===== config.mk =====
export PLATFORM = sky130hd
export DESIGN_NAME = gregorian_date_advance
export DESIGN_NICKNAME = d
export VERILOG_FILES = /design/src/rtl/gda_pkg.sv /design/src/rtl/gda_mod25.sv /design/src/rtl/gda_alu.sv /design/src/rtl/gregorian_date_advance.sv
export SDC_FILE = /design/constraint.sdc
export NUM_CORES = 1
export LEC_CHECK = 0
export BUFFER_PORTS_ARGS = -buffer_cell sky130_fd_sc_hd__buf_2
export CORE_ASPECT_RATIO = 0.9
export CORE_UTILIZATION = 56
export DETAILED_ROUTE_END_ITERATION = 7
export HOLD_SLACK_MARGIN = 0.15
export PLACE_DENSITY = 0.82
export SETUP_SLACK_MARGIN = 0.2
export SYNTH_ARGS = -nofsm -noshare
export SYNTH_HDL_FRONTEND = slang
export SYNTH_SLANG_ARGS = --single-unit

===== constraint.sdc =====
create_clock -name clock -period 4.59 [get_ports clock]
set_clock_uncertainty 0.2 [all_clocks]
set_input_delay 0.918 -clock clock [delete_from_list [all_inputs] [get_ports clock]]
set_output_delay 0.918 -clock clock [all_outputs]
set_load 0.01 [all_outputs]

===== src/rtl/gda_pkg.sv =====
package gda_pkg;

   // field widths
   localparam int COUNT_WIDTH = 16;
   localparam int YEAR_WIDTH  = 14;
   localparam int MONTH_WIDTH = 4;
   localparam int DAY_WIDTH   = 5;

   // year modulo 25 residue, used for the century rule
   localparam int CENTURY_FACTOR = 25;
   localparam int M25_WIDTH      = 5;

   // reciprocal of 25: quotient = (year * M25_RECIP) >> M25_SHIFT, exact for
   // every year of YEAR_WIDTH bits
   localparam int M25_SHIFT       = YEAR_WIDTH + 5;
   localparam int M25_RECIP_WIDTH = YEAR_WIDTH + 1;
   localparam int M25_QUOT_WIDTH  = YEAR_WIDTH - 4;
   localparam logic [M25_RECIP_WIDTH-1:0] M25_RECIP =
      M25_RECIP_WIDTH'(((1 << M25_SHIFT) + CENTURY_FACTOR - 1) / CENTURY_FACTOR);

   // calendar constants
   localparam logic [MONTH_WIDTH-1:0] MONTH_JAN = MONTH_WIDTH'(1);
   localparam logic [MONTH_WIDTH-1:0] MONTH_FEB = MONTH_WIDTH'(2);
   localparam logic [MONTH_WIDTH-1:0] MONTH_APR = MONTH_WIDTH'(4);
   localparam logic [MONTH_WIDTH-1:0] MONTH_JUN = MONTH_WIDTH'(6);
   localparam logic [MONTH_WIDTH-1:0] MONTH_SEP = MONTH_WIDTH'(9);
   localparam logic [MONTH_WIDTH-1:0] MONTH_NOV = MONTH_WIDTH'(11);
   localparam logic [MONTH_WIDTH-1:0] MONTH_DEC = MONTH_WIDTH'(12);

   localparam logic [DAY_WIDTH-1:0] DAY_FIRST = DAY_WIDTH'(1);
   localparam logic [DAY_WIDTH-1:0] LEN_FEB_LEAP = DAY_WIDTH'(29);
   localparam logic [DAY_WIDTH-1:0] LEN_FEB      = DAY_WIDTH'(28);
   localparam logic [DAY_WIDTH-1:0] LEN_SHORT    = DAY_WIDTH'(30);
   localparam logic [DAY_WIDTH-1:0] LEN_LONG     = DAY_WIDTH'(31);

   localparam int YEAR_LEN_WIDTH = 9;
   localparam logic [YEAR_LEN_WIDTH-1:0] YEAR_DAYS = YEAR_LEN_WIDTH'(365);

   // shared subtractor width: wide enough for count and year length, plus borrow
   localparam int SUB_WIDTH = ((COUNT_WIDTH > YEAR_LEN_WIDTH) ? COUNT_WIDTH
                                                              : YEAR_LEN_WIDTH) + 1;

   // reset date
   localparam int RESET_YEAR_INT = 1900;
   localparam logic [YEAR_WIDTH-1:0] RESET_YEAR = YEAR_WIDTH'(RESET_YEAR_INT);
   localparam logic [M25_WIDTH-1:0]  RESET_M25  =
      M25_WIDTH'((RESET_YEAR_INT % (1 << YEAR_WIDTH)) % CENTURY_FACTOR);

   // stream packing
   localparam int REQ_DATA_WIDTH =
      ((COUNT_WIDTH + MONTH_WIDTH + DAY_WIDTH + YEAR_WIDTH + 7) / 8) * 8;
   localparam int RSP_DATA_WIDTH =
      ((MONTH_WIDTH + DAY_WIDTH + YEAR_WIDTH + 7) / 8) * 8;
   localparam int REQ_MONTH_LSB = COUNT_WIDTH;
   localparam int REQ_DAY_LSB   = REQ_MONTH_LSB + MONTH_WIDTH;
   localparam int REQ_YEAR_LSB  = REQ_DAY_LSB + DAY_WIDTH;

   localparam logic REQ_KIND_ADVANCE = 1'b0;
   localparam logic REQ_KIND_LOAD    = 1'b1;

   // result of the shared subtract and compare unit
   typedef struct packed {
      logic                   take;
      logic [COUNT_WIDTH-1:0] diff;
   } alu_res_type;

   // leap rule from the low year bits and the residue modulo 25:
   // a multiple of 4 is a century when it is also a multiple of 25, and a
   // century is leap only when also a multiple of 16
   function automatic logic is_leap(input logic [3:0] y_low,
                                    input logic [M25_WIDTH-1:0] m25);
      return (y_low[1:0] == 2'd0) && ((m25 != '0) || (y_low == 4'd0));
   endfunction

   function automatic logic [DAY_WIDTH-1:0] month_length(
         input logic [MONTH_WIDTH-1:0] month, input logic leap);
      logic [DAY_WIDTH-1:0] len;
      len = LEN_LONG;
      if (month == MONTH_FEB) begin
         len = leap ? LEN_FEB_LEAP : LEN_FEB;
      end else if ((month == MONTH_APR) || (month == MONTH_JUN) ||
                   (month == MONTH_SEP) || (month == MONTH_NOV)) begin
         len = LEN_SHORT;
      end
      return len;
   endfunction

endpackage


===== src/rtl/gda_mod25.sv =====
// Residue of a year modulo 25 by reciprocal multiplication: the quotient is
// registered after the multiply, the residue in the cycle after that.
module gda_mod25 import gda_pkg::*; (
   input  logic                  clock,
   input  logic                  reset,
   input  logic                  start,
   input  logic [YEAR_WIDTH-1:0] value,
   output logic                  done,
   output logic [M25_WIDTH-1:0]  residue
);

   localparam int PROD_WIDTH = 2 * YEAR_WIDTH + 1;

   logic [YEAR_WIDTH-1:0]     value_ff, value_in;
   logic [M25_QUOT_WIDTH-1:0] quot_ff, quot_in;
   logic [M25_WIDTH-1:0]      rem_ff, rem_in;
   logic                      mul_ff, mul_in;
   logic                      sub_ff, sub_in;
   logic                      done_ff, done_in;
   logic [PROD_WIDTH-1:0]     product;
   logic [YEAR_WIDTH-1:0]     back;

   // quotient from the reciprocal, then the residue as value - 25 * quotient
   always_comb begin
      product  = PROD_WIDTH'(value_ff) * PROD_WIDTH'(M25_RECIP);
      back     = YEAR_WIDTH'(quot_ff) * YEAR_WIDTH'(CENTURY_FACTOR);
      value_in = start ? value : value_ff;
      quot_in  = mul_ff ? product[M25_SHIFT +: M25_QUOT_WIDTH] : quot_ff;
      rem_in   = sub_ff ? M25_WIDTH'(value_ff - back) : rem_ff;
      mul_in   = start;
      sub_in   = mul_ff;
      done_in  = sub_ff;
   end

   always_ff @(posedge clock) begin
      value_ff <= value_in;
      quot_ff  <= quot_in;
      rem_ff   <= rem_in;
      if (reset) begin
         mul_ff  <= 1'b0;
         sub_ff  <= 1'b0;
         done_ff <= 1'b0;
      end else begin
         mul_ff  <= mul_in;
         sub_ff  <= sub_in;
         done_ff <= done_in;
      end
   end

   assign done    = done_ff;
   assign residue = rem_ff;

endmodule


===== src/rtl/gda_alu.sv =====
// Shared subtract and compare: takes either the year length or the days
// left in the month off the remaining count, and flags whether it fits.
module gda_alu import gda_pkg::*; (
   input  logic [MONTH_WIDTH-1:0] month,
   input  logic [DAY_WIDTH-1:0]   day,
   input  logic                   leap,
   input  logic                   use_year,
   input  logic [COUNT_WIDTH-1:0] count,
   output alu_res_type            res
);

   logic [DAY_WIDTH-1:0]      mlen;
   logic [DAY_WIDTH:0]        rest;
   logic [YEAR_LEN_WIDTH-1:0] ylen;
   logic [SUB_WIDTH-1:0]      subtrahend;
   logic [SUB_WIDTH-1:0]      full;

   // days to the first of next month, including today
   always_comb begin
      mlen = month_length(month, leap);
      rest = {1'b0, mlen} - {1'b0, day} + (DAY_WIDTH + 1)'(1);
      ylen = YEAR_DAYS + YEAR_LEN_WIDTH'(leap);
      subtrahend = use_year ? SUB_WIDTH'(ylen) : SUB_WIDTH'(rest);
      full = SUB_WIDTH'(count) - subtrahend;
      res.take = ~full[SUB_WIDTH-1];
      res.diff = full[COUNT_WIDTH-1:0];
   end

endmodule


===== src/rtl/gregorian_date_advance.sv =====
// A load passes through the residue unit, a clamp state and the output state;
// an advance takes one month or year step per pass through S_ADV, with one
// more at a 1 January whose year does not fit; a negative goes straight to S_OUT.
// One item at a time: req_tready is high only while the sequencer is idle.
// A result waiting in the output register does not block the next transfer.
// Reset (synchronous, active high) sets the date to 1 January 1900.
module gregorian_date_advance import gda_pkg::*; (
   input  logic                      clock,
   input  logic                      reset,
   input  logic                      req_tvalid,
   output logic                      req_tready,
   // day_count, load_month, load_day, load_year, zero pad
   input  logic [REQ_DATA_WIDTH-1:0] req_tdata,
   // kind
   input  logic                      req_tuser,
   output logic                      rsp_tvalid,
   input  logic                      rsp_tready,
   // cur_month, cur_day, cur_year, zero pad
   output logic [RSP_DATA_WIDTH-1:0] rsp_tdata,
   // first_of_month, ignored
   output logic [1:0]                rsp_tuser
);

   typedef enum logic [2:0] {
      S_IDLE,
      S_MOD,
      S_CLAMP,
      S_ADV,
      S_OUT
   } state_type;

   state_type                state_ff, state_in;
   logic [MONTH_WIDTH-1:0]   month_ff, month_in;
   logic [DAY_WIDTH-1:0]     day_ff, day_in;
   logic [YEAR_WIDTH-1:0]    year_ff, year_in;
   logic [M25_WIDTH-1:0]     m25_ff, m25_in;
   logic [COUNT_WIDTH-1:0]   count_ff, count_in;
   logic                     tried_ff, tried_in;
   logic                     ignored_ff, ignored_in;
   logic [MONTH_WIDTH-1:0]   ld_month_ff, ld_month_in;
   logic [DAY_WIDTH-1:0]     ld_day_ff, ld_day_in;
   logic [YEAR_WIDTH-1:0]    ld_year_ff, ld_year_in;
   logic                     rsp_valid_ff, rsp_valid_in;
   logic [MONTH_WIDTH-1:0]   rsp_month_ff, rsp_month_in;
   logic [DAY_WIDTH-1:0]     rsp_day_ff, rsp_day_in;
   logic [YEAR_WIDTH-1:0]    rsp_year_ff, rsp_year_in;
   logic                     rsp_ignored_ff, rsp_ignored_in;

   logic                     req_fire;
   logic                     mod_start;
   logic                     mod_done;
   logic [M25_WIDTH-1:0]     mod_residue;
   logic                     leap_cur;
   logic                     jan1;
   logic                     use_year;
   alu_res_type              alu_res;
   logic [MONTH_WIDTH-1:0]   ld_month_sat;
   logic                     ld_leap;
   logic [DAY_WIDTH-1:0]     ld_lim;
   logic [DAY_WIDTH-1:0]     ld_day_sat;
   logic [COUNT_WIDTH-1:0]   req_count;
   logic [YEAR_WIDTH-1:0]    year_next;
   logic [M25_WIDTH-1:0]     m25_next;

   assign req_tready = (state_ff == S_IDLE);
   assign req_fire   = req_tvalid && req_tready;
   assign req_count  = req_tdata[COUNT_WIDTH-1:0];
   assign mod_start  = req_fire && (req_tuser == REQ_KIND_LOAD);

   gda_mod25 u_mod25 (
      .clock   (clock),
      .reset   (reset),
      .start   (mod_start),
      .value   (req_tdata[REQ_YEAR_LSB +: YEAR_WIDTH]),
      .done    (mod_done),
      .residue (mod_residue)
   );

   // years are stepped at 1 January while one fits, then the month step takes over
   assign leap_cur = is_leap(year_ff[3:0], m25_ff);
   assign jan1     = (month_ff == MONTH_JAN) && (day_ff == DAY_FIRST);
   assign use_year = jan1 && !tried_ff;

   gda_alu u_alu (
      .month    (month_ff),
      .day      (day_ff),
      .leap     (leap_cur),
      .use_year (use_year),
      .count    (count_ff),
      .res      (alu_res)
   );

   // next year with wrap; residue follows, and restarts at year zero
   always_comb begin
      year_next = year_ff + YEAR_WIDTH'(1);
      if (year_ff == '1) begin
         m25_next = '0;
      end else if (m25_ff == M25_WIDTH'(CENTURY_FACTOR - 1)) begin
         m25_next = '0;
      end else begin
         m25_next = m25_ff + M25_WIDTH'(1);
      end
   end

   // saturate the loaded month and day into a valid date
   always_comb begin
      if (ld_month_ff < MONTH_JAN) begin
         ld_month_sat = MONTH_JAN;
      end else if (ld_month_ff > MONTH_DEC) begin
         ld_month_sat = MONTH_DEC;
      end else begin
         ld_month_sat = ld_month_ff;
      end
      ld_leap = is_leap(ld_year_ff[3:0], mod_residue);
      ld_lim  = month_length(ld_month_sat, ld_leap);
      if (ld_day_ff < DAY_FIRST) begin
         ld_day_sat = DAY_FIRST;
      end else if (ld_day_ff > ld_lim) begin
         ld_day_sat = ld_lim;
      end else begin
         ld_day_sat = ld_day_ff;
      end
   end

   // sequencer
   always_comb begin
      state_in       = state_ff;
      month_in       = month_ff;
      day_in         = day_ff;
      year_in        = year_ff;
      m25_in         = m25_ff;
      count_in       = count_ff;
      tried_in       = tried_ff;
      ignored_in     = ignored_ff;
      ld_month_in    = ld_month_ff;
      ld_day_in      = ld_day_ff;
      ld_year_in     = ld_year_ff;
      rsp_valid_in   = rsp_valid_ff && !rsp_tready;
      rsp_month_in   = rsp_month_ff;
      rsp_day_in     = rsp_day_ff;
      rsp_year_in    = rsp_year_ff;
      rsp_ignored_in = rsp_ignored_ff;
      case (state_ff)
         S_IDLE: begin
            if (req_fire) begin
               ignored_in = 1'b0;
               tried_in   = 1'b0;
               if (req_tuser == REQ_KIND_LOAD) begin
                  ld_month_in = req_tdata[REQ_MONTH_LSB +: MONTH_WIDTH];
                  ld_day_in   = req_tdata[REQ_DAY_LSB +: DAY_WIDTH];
                  ld_year_in  = req_tdata[REQ_YEAR_LSB +: YEAR_WIDTH];
                  state_in    = S_MOD;
               end else if (req_count[COUNT_WIDTH-1]) begin
                  ignored_in = 1'b1;
                  state_in   = S_OUT;
               end else begin
                  count_in = req_count;
                  state_in = S_ADV;
               end
            end
         end
         S_MOD: begin
            if (mod_done) begin
               state_in = S_CLAMP;
            end
         end
         S_CLAMP: begin
            month_in = ld_month_sat;
            day_in   = ld_day_sat;
            year_in  = ld_year_ff;
            m25_in   = mod_residue;
            state_in = S_OUT;
         end
         S_ADV: begin
            if (use_year) begin
               if (alu_res.take) begin
                  count_in = alu_res.diff;
                  year_in  = year_next;
                  m25_in   = m25_next;
               end else begin
                  tried_in = 1'b1;
               end
            end else if (alu_res.take) begin
               count_in = alu_res.diff;
               tried_in = 1'b0;
               day_in   = DAY_FIRST;
               if (month_ff == MONTH_DEC) begin
                  month_in = MONTH_JAN;
                  year_in  = year_next;
                  m25_in   = m25_next;
               end else begin
                  month_in = month_ff + MONTH_WIDTH'(1);
               end
            end else begin
               // remainder is below the days left, so it fits the day field
               day_in   = day_ff + count_ff[DAY_WIDTH-1:0];
               state_in = S_OUT;
            end
         end
         S_OUT: begin
            if (!rsp_valid_ff || rsp_tready) begin
               rsp_valid_in   = 1'b1;
               rsp_month_in   = month_ff;
               rsp_day_in     = day_ff;
               rsp_year_in    = year_ff;
               rsp_ignored_in = ignored_ff;
               state_in       = S_IDLE;
            end
         end
         default: begin
            state_in = S_IDLE;
         end
      endcase
   end

   always_ff @(posedge clock) begin
      count_ff       <= count_in;
      tried_ff       <= tried_in;
      ignored_ff     <= ignored_in;
      ld_month_ff    <= ld_month_in;
      ld_day_ff      <= ld_day_in;
      ld_year_ff     <= ld_year_in;
      rsp_month_ff   <= rsp_month_in;
      rsp_day_ff     <= rsp_day_in;
      rsp_year_ff    <= rsp_year_in;
      rsp_ignored_ff <= rsp_ignored_in;
      if (reset) begin
         state_ff     <= S_IDLE;
         month_ff     <= MONTH_JAN;
         day_ff       <= DAY_FIRST;
         year_ff      <= RESET_YEAR;
         m25_ff       <= RESET_M25;
         rsp_valid_ff <= 1'b0;
      end else begin
         state_ff     <= state_in;
         month_ff     <= month_in;
         day_ff       <= day_in;
         year_ff      <= year_in;
         m25_ff       <= m25_in;
         rsp_valid_ff <= rsp_valid_in;
      end
   end

   assign rsp_tvalid = rsp_valid_ff;
   assign rsp_tdata  = RSP_DATA_WIDTH'({rsp_year_ff, rsp_day_ff, rsp_month_ff});
   assign rsp_tuser  = {rsp_ignored_ff, rsp_day_ff == DAY_FIRST};

   // stored date stays a valid calendar date between items
   a_date_valid: assert property (@(posedge clock) disable iff (reset)
      (state_ff == S_IDLE) |->
         (month_ff >= MONTH_JAN) && (month_ff <= MONTH_DEC) &&
         (day_ff >= DAY_FIRST) && (day_ff <= month_length(month_ff, leap_cur)))
      else $error("stored date out of range");

   // residue register never leaves its range
   a_m25_range: assert property (@(posedge clock) disable iff (reset)
      m25_ff < M25_WIDTH'(CENTURY_FACTOR))
      else $error("year residue out of range");

   // a year step only happens from 1 January or from a December month step
   a_year_step: assert property (@(posedge clock) disable iff (reset)
      (state_ff == S_ADV) && (year_in != year_ff) |-> jan1 ||
         ((month_ff == MONTH_DEC) && alu_res.take))
      else $error("year stepped from a mid-year date");

   // an ignored advance leaves the date untouched
   a_ignored_hold: assert property (@(posedge clock) disable iff (reset)
      (state_ff == S_IDLE) && req_fire && (req_tuser == REQ_KIND_ADVANCE) &&
         req_count[COUNT_WIDTH-1] |=>
         (state_ff == S_OUT) && ignored_ff && $stable(month_ff) &&
         $stable(day_ff) && $stable(year_ff))
      else $error("ignored advance changed the date");

endmodule


==> flow_metrics.tcl <==
set metrics [dict create \
    status "complete, but fails checks" \
    violations "DRC, setup timing" \
    start_util 0.577 \
    diodes 0 \
    whs_ns 0.286 \
    max-cap-violations 0 \
    layout-drive-gt1-share 0.316 \
    end_kind "flop" \
    vias 7519 \
    min-delay-start "ignored_ff" \
    crit_slowest_cell "fa_1" \
    seq_area_frac_synth 0.360 \
    tightestPinTransition_ns 1.19 \
    fill_cells 980 \
    cts_root_buf "clkbuf_16" \
    grtUsageTotal 0.279 \
    fin_area_um2 12100 \
    insertion_delay_ns 0.42 \
    synth_edf_count 89 \
    die_w_um 138 \
    grt_antenna_before_repair 0 \
    cp.arrival_ns 4.70 \
    swShare 0.435 \
    ios 73 \
    syn_to_final_growth_pct 29.7 \
    grt_pass1_vias 7226 \
    p_leak_uw 0.00528 \
    first_iter_violations 644 \
    powerDensity_nw_per_um2 837 \
    mappedNetlistNets 1122 \
    dr.pass1.iters 8 \
    clk_pin_slew_worst_paths_ns 0.06 \
    r2r_slack_ns -0.09 \
    ys_types 75 \
    fmax_ghz 0.214 \
    rr_worst_depth 16 \
    drv_slew 0 \
    path_buf_inv 5 \
    dpl_cell_area_um2 10400 \
    ys_seq_elements 124 \
    power.share.sequential 0.163 \
    synth_ff_type "edfxtp_1" \
    reg2reg_from "u_mod25.value_ff[8]" \
    hold-path-cell-count 0 \
    die_h_um 125 \
    dp_worst_setup_slack_ns -0.186 \
    clk_path_buf_depth 2 \
    busiest_layer "met2" \
    synth_area_leaders "edfxtp_1, ha_1, fa_1" \
    cts_tree "built" \
    hold_class "flop to flop" \
    clock_sinks 124 \
    routed_wl_um 25200 \
    use_met1 0.373 \
    ys_warn_count 0 \
    critPathMaxStageDelay_ns 0.53 \
    io_buffers 70 \
    async_flop_share 0 \
    grt_pass1_wl_um 36900 \
    setup_viol 9 \
    hold_viol 0 \
    yosysMostFrequentCell "inv_1" \
    p_sw_uw 4420 \
    power_frac_clock 0.125 \
    place.gp.congestion 0.900 \
    fin_crit_ns 4.68 \
    start_kind "flop" \
    grt_max_degree 64 \
    nets 1291 \
    synthDominantCellAreaShare 0.285 \
    synth_common_cells "inv_1, ha_1, edfxtp_1" \
    final_cell_count_no_fill 1285 \
    p_int_uw 5750 \
    drtAntennaViolNets 0 \
    cpMostUsedCell "inv_1" \
    routedWlPerCell_um 19.6 \
    syn_avg_cell_area_um2 10.4 \
    grt_overflow 0 \
    cts-htree-levels 4 \
    via_per_inst 5.85 \
    rsz0062_at_grt "yes" \
    netlist.top_cell.by_area "edfxtp_1" \
    critPathMaxFanout 6 \
    hpwl_um 16300 \
    dp_cells 1211 \
    crit_required_ns 4.61 \
    netlist_area_um2 9360 \
    cts_buffers 17 \
    grtUsageMet2 0.469 \
    worstSetupPathType "flop to flop" \
    fin_crit_sh 1.02 \
    hold_path_end "rsp_ignored_ff" \
    ir_worst_vdd_uv 1610 \
    fin_util 0.748 \
    r2r-end "u_mod25.quot_ff[1]" \
    cp_top_family "adder cells" \
    p_comb_frac 0.712 \
    core_area_um2 16200 \
    die_area_um2 17200 \
    met3_usage 0.0481 \
    drc 12 \
    rows 44 \
    syn_inst 896 \
    timing.final.ws_setup_ns -0.0927 \
    max_slew_margin 0.205 \
    path_cells "buf_6, ha_1, inv_1, fa_1, fa_1, inv_1, ha_1, inv_1, fa_1, inv_1, ha_1, a21boi_1, o21ai_1, a211o_1, o31ai_2, xor2_1" \
]
[flip-flops by register name (all words and copies together) (netlist names), 3 cells and up]
register	flops
count_ff	16
ld_year_ff	14
rsp_year_ff	14
u_mod25.value_ff	14
year_ff	14
day_ff	5
ld_day_ff	5
m25_ff	5
rsp_day_ff	5
u_mod25.quot_ff	5
u_mod25.residue	5
ld_month_ff	4
month_ff	4
rsp_month_ff	4
state_ff	3
[layer usage]
layer  up-vias  part of all wire
met1      3704              0.41
met3        70             0.060
met4         0             0.032
li1       3441                 -
met2       304              0.50
met5         -                 0
[cell families (layout without fill, tap and decap cells)]
group,count (synthesis),count (layout),share of synthesized area
AO/OA/AOI/OAI,189,190,0.135
AND/OR/NAND/NOR,196,196,0.104
flip-flops,124,124,0.360
buffers and inverters,167,348,0.0704
adder cells (fa/ha/maj),181,181,0.295
XOR/XNOR,38,38,0.0355
other,1,1,0.000401
[timing repair]
item	in CTS	in global routing
cloned	2	1
setup buffers	19	20
pin swaps	39	72
hold buffers	0	0
resized for setup	61	124
setup endpoints to repair	62	63
[layout make-up]
| type | count | area (um2) | share of cell area |
|---|---|---|---|
| clock buffers | 20 | 468 | 0.0385 |
| clock inverters | 12 | 88.8 | 0.00732 |
| inverters | 142 | 533 | 0.0439 |
| multi-input cells | 606 | 6070 | 0.500 |
| flip-flops and latches | 124 | 3380 | 0.278 |
| well taps | 207 | 259 | 0.0213 |
| repair buffers | 174 | 1340 | 0.111 |
[through the flow]
step | total power (uW) | TNS, ns
CTS | 9080 | -0.00967
global placement | 6640 | -1.72
finish | 10200 | -0.417
global route | 10900 | -5.08
detailed placement | 6850 | -5.10
floorplan | 5170 | 0
[cell usage in the layout, fill, tap and decap left out, types with 23 or more instances in the layout]
cell type,synthesis,final
ha_1,115,98
o21ai_0,43,23
buf_6,2,28
nor2_1,55,49
inv_1,141,136
edfxtp_1,89,89
dfxtp_1,35,33
buf_4,2,68
fa_1,66,62
nand2_1,59,51
a21oi_1,45,29
buf_2,8,70
[power groups by stage]
| stage | clock, uW | combinational, uW | sequential (uW) |
|---|---|---|---|
| finish | 1270 | 7230 | 1660 |
| global placement | 0 | 4990 | 1650 |
| CTS | 1260 | 6170 | 1640 |
| detailed placement | 0 | 5190 | 1660 |
| floorplan | 0 | 3550 | 1620 |
| global route | 1320 | 7900 | 1680 |
[worst max path at each step]
stage / from / to / slack [ns] / depth (start not counted)
3_5_place_dp: u_mod25.value_ff[10] / u_mod25.quot_ff[4] / -0.19 / 16
6_report: u_mod25.value_ff[8] / u_mod25.quot_ff[1] / -0.09 / 16
5_1_grt: u_mod25.value_ff[11] / u_mod25.quot_ff[4] / -0.24 / 13
3_3_place_gp: u_mod25.value_ff[9] / u_mod25.quot_ff[3] / -0.15 / 13
2_1_floorplan: u_mod25.value_ff[5] / u_mod25.quot_ff[1] / 0.18 / 16
4_1_cts: u_mod25.value_ff[5] / u_mod25.quot_ff[4] / -0.01 / 15
Power figures use the tool's default switching activity.
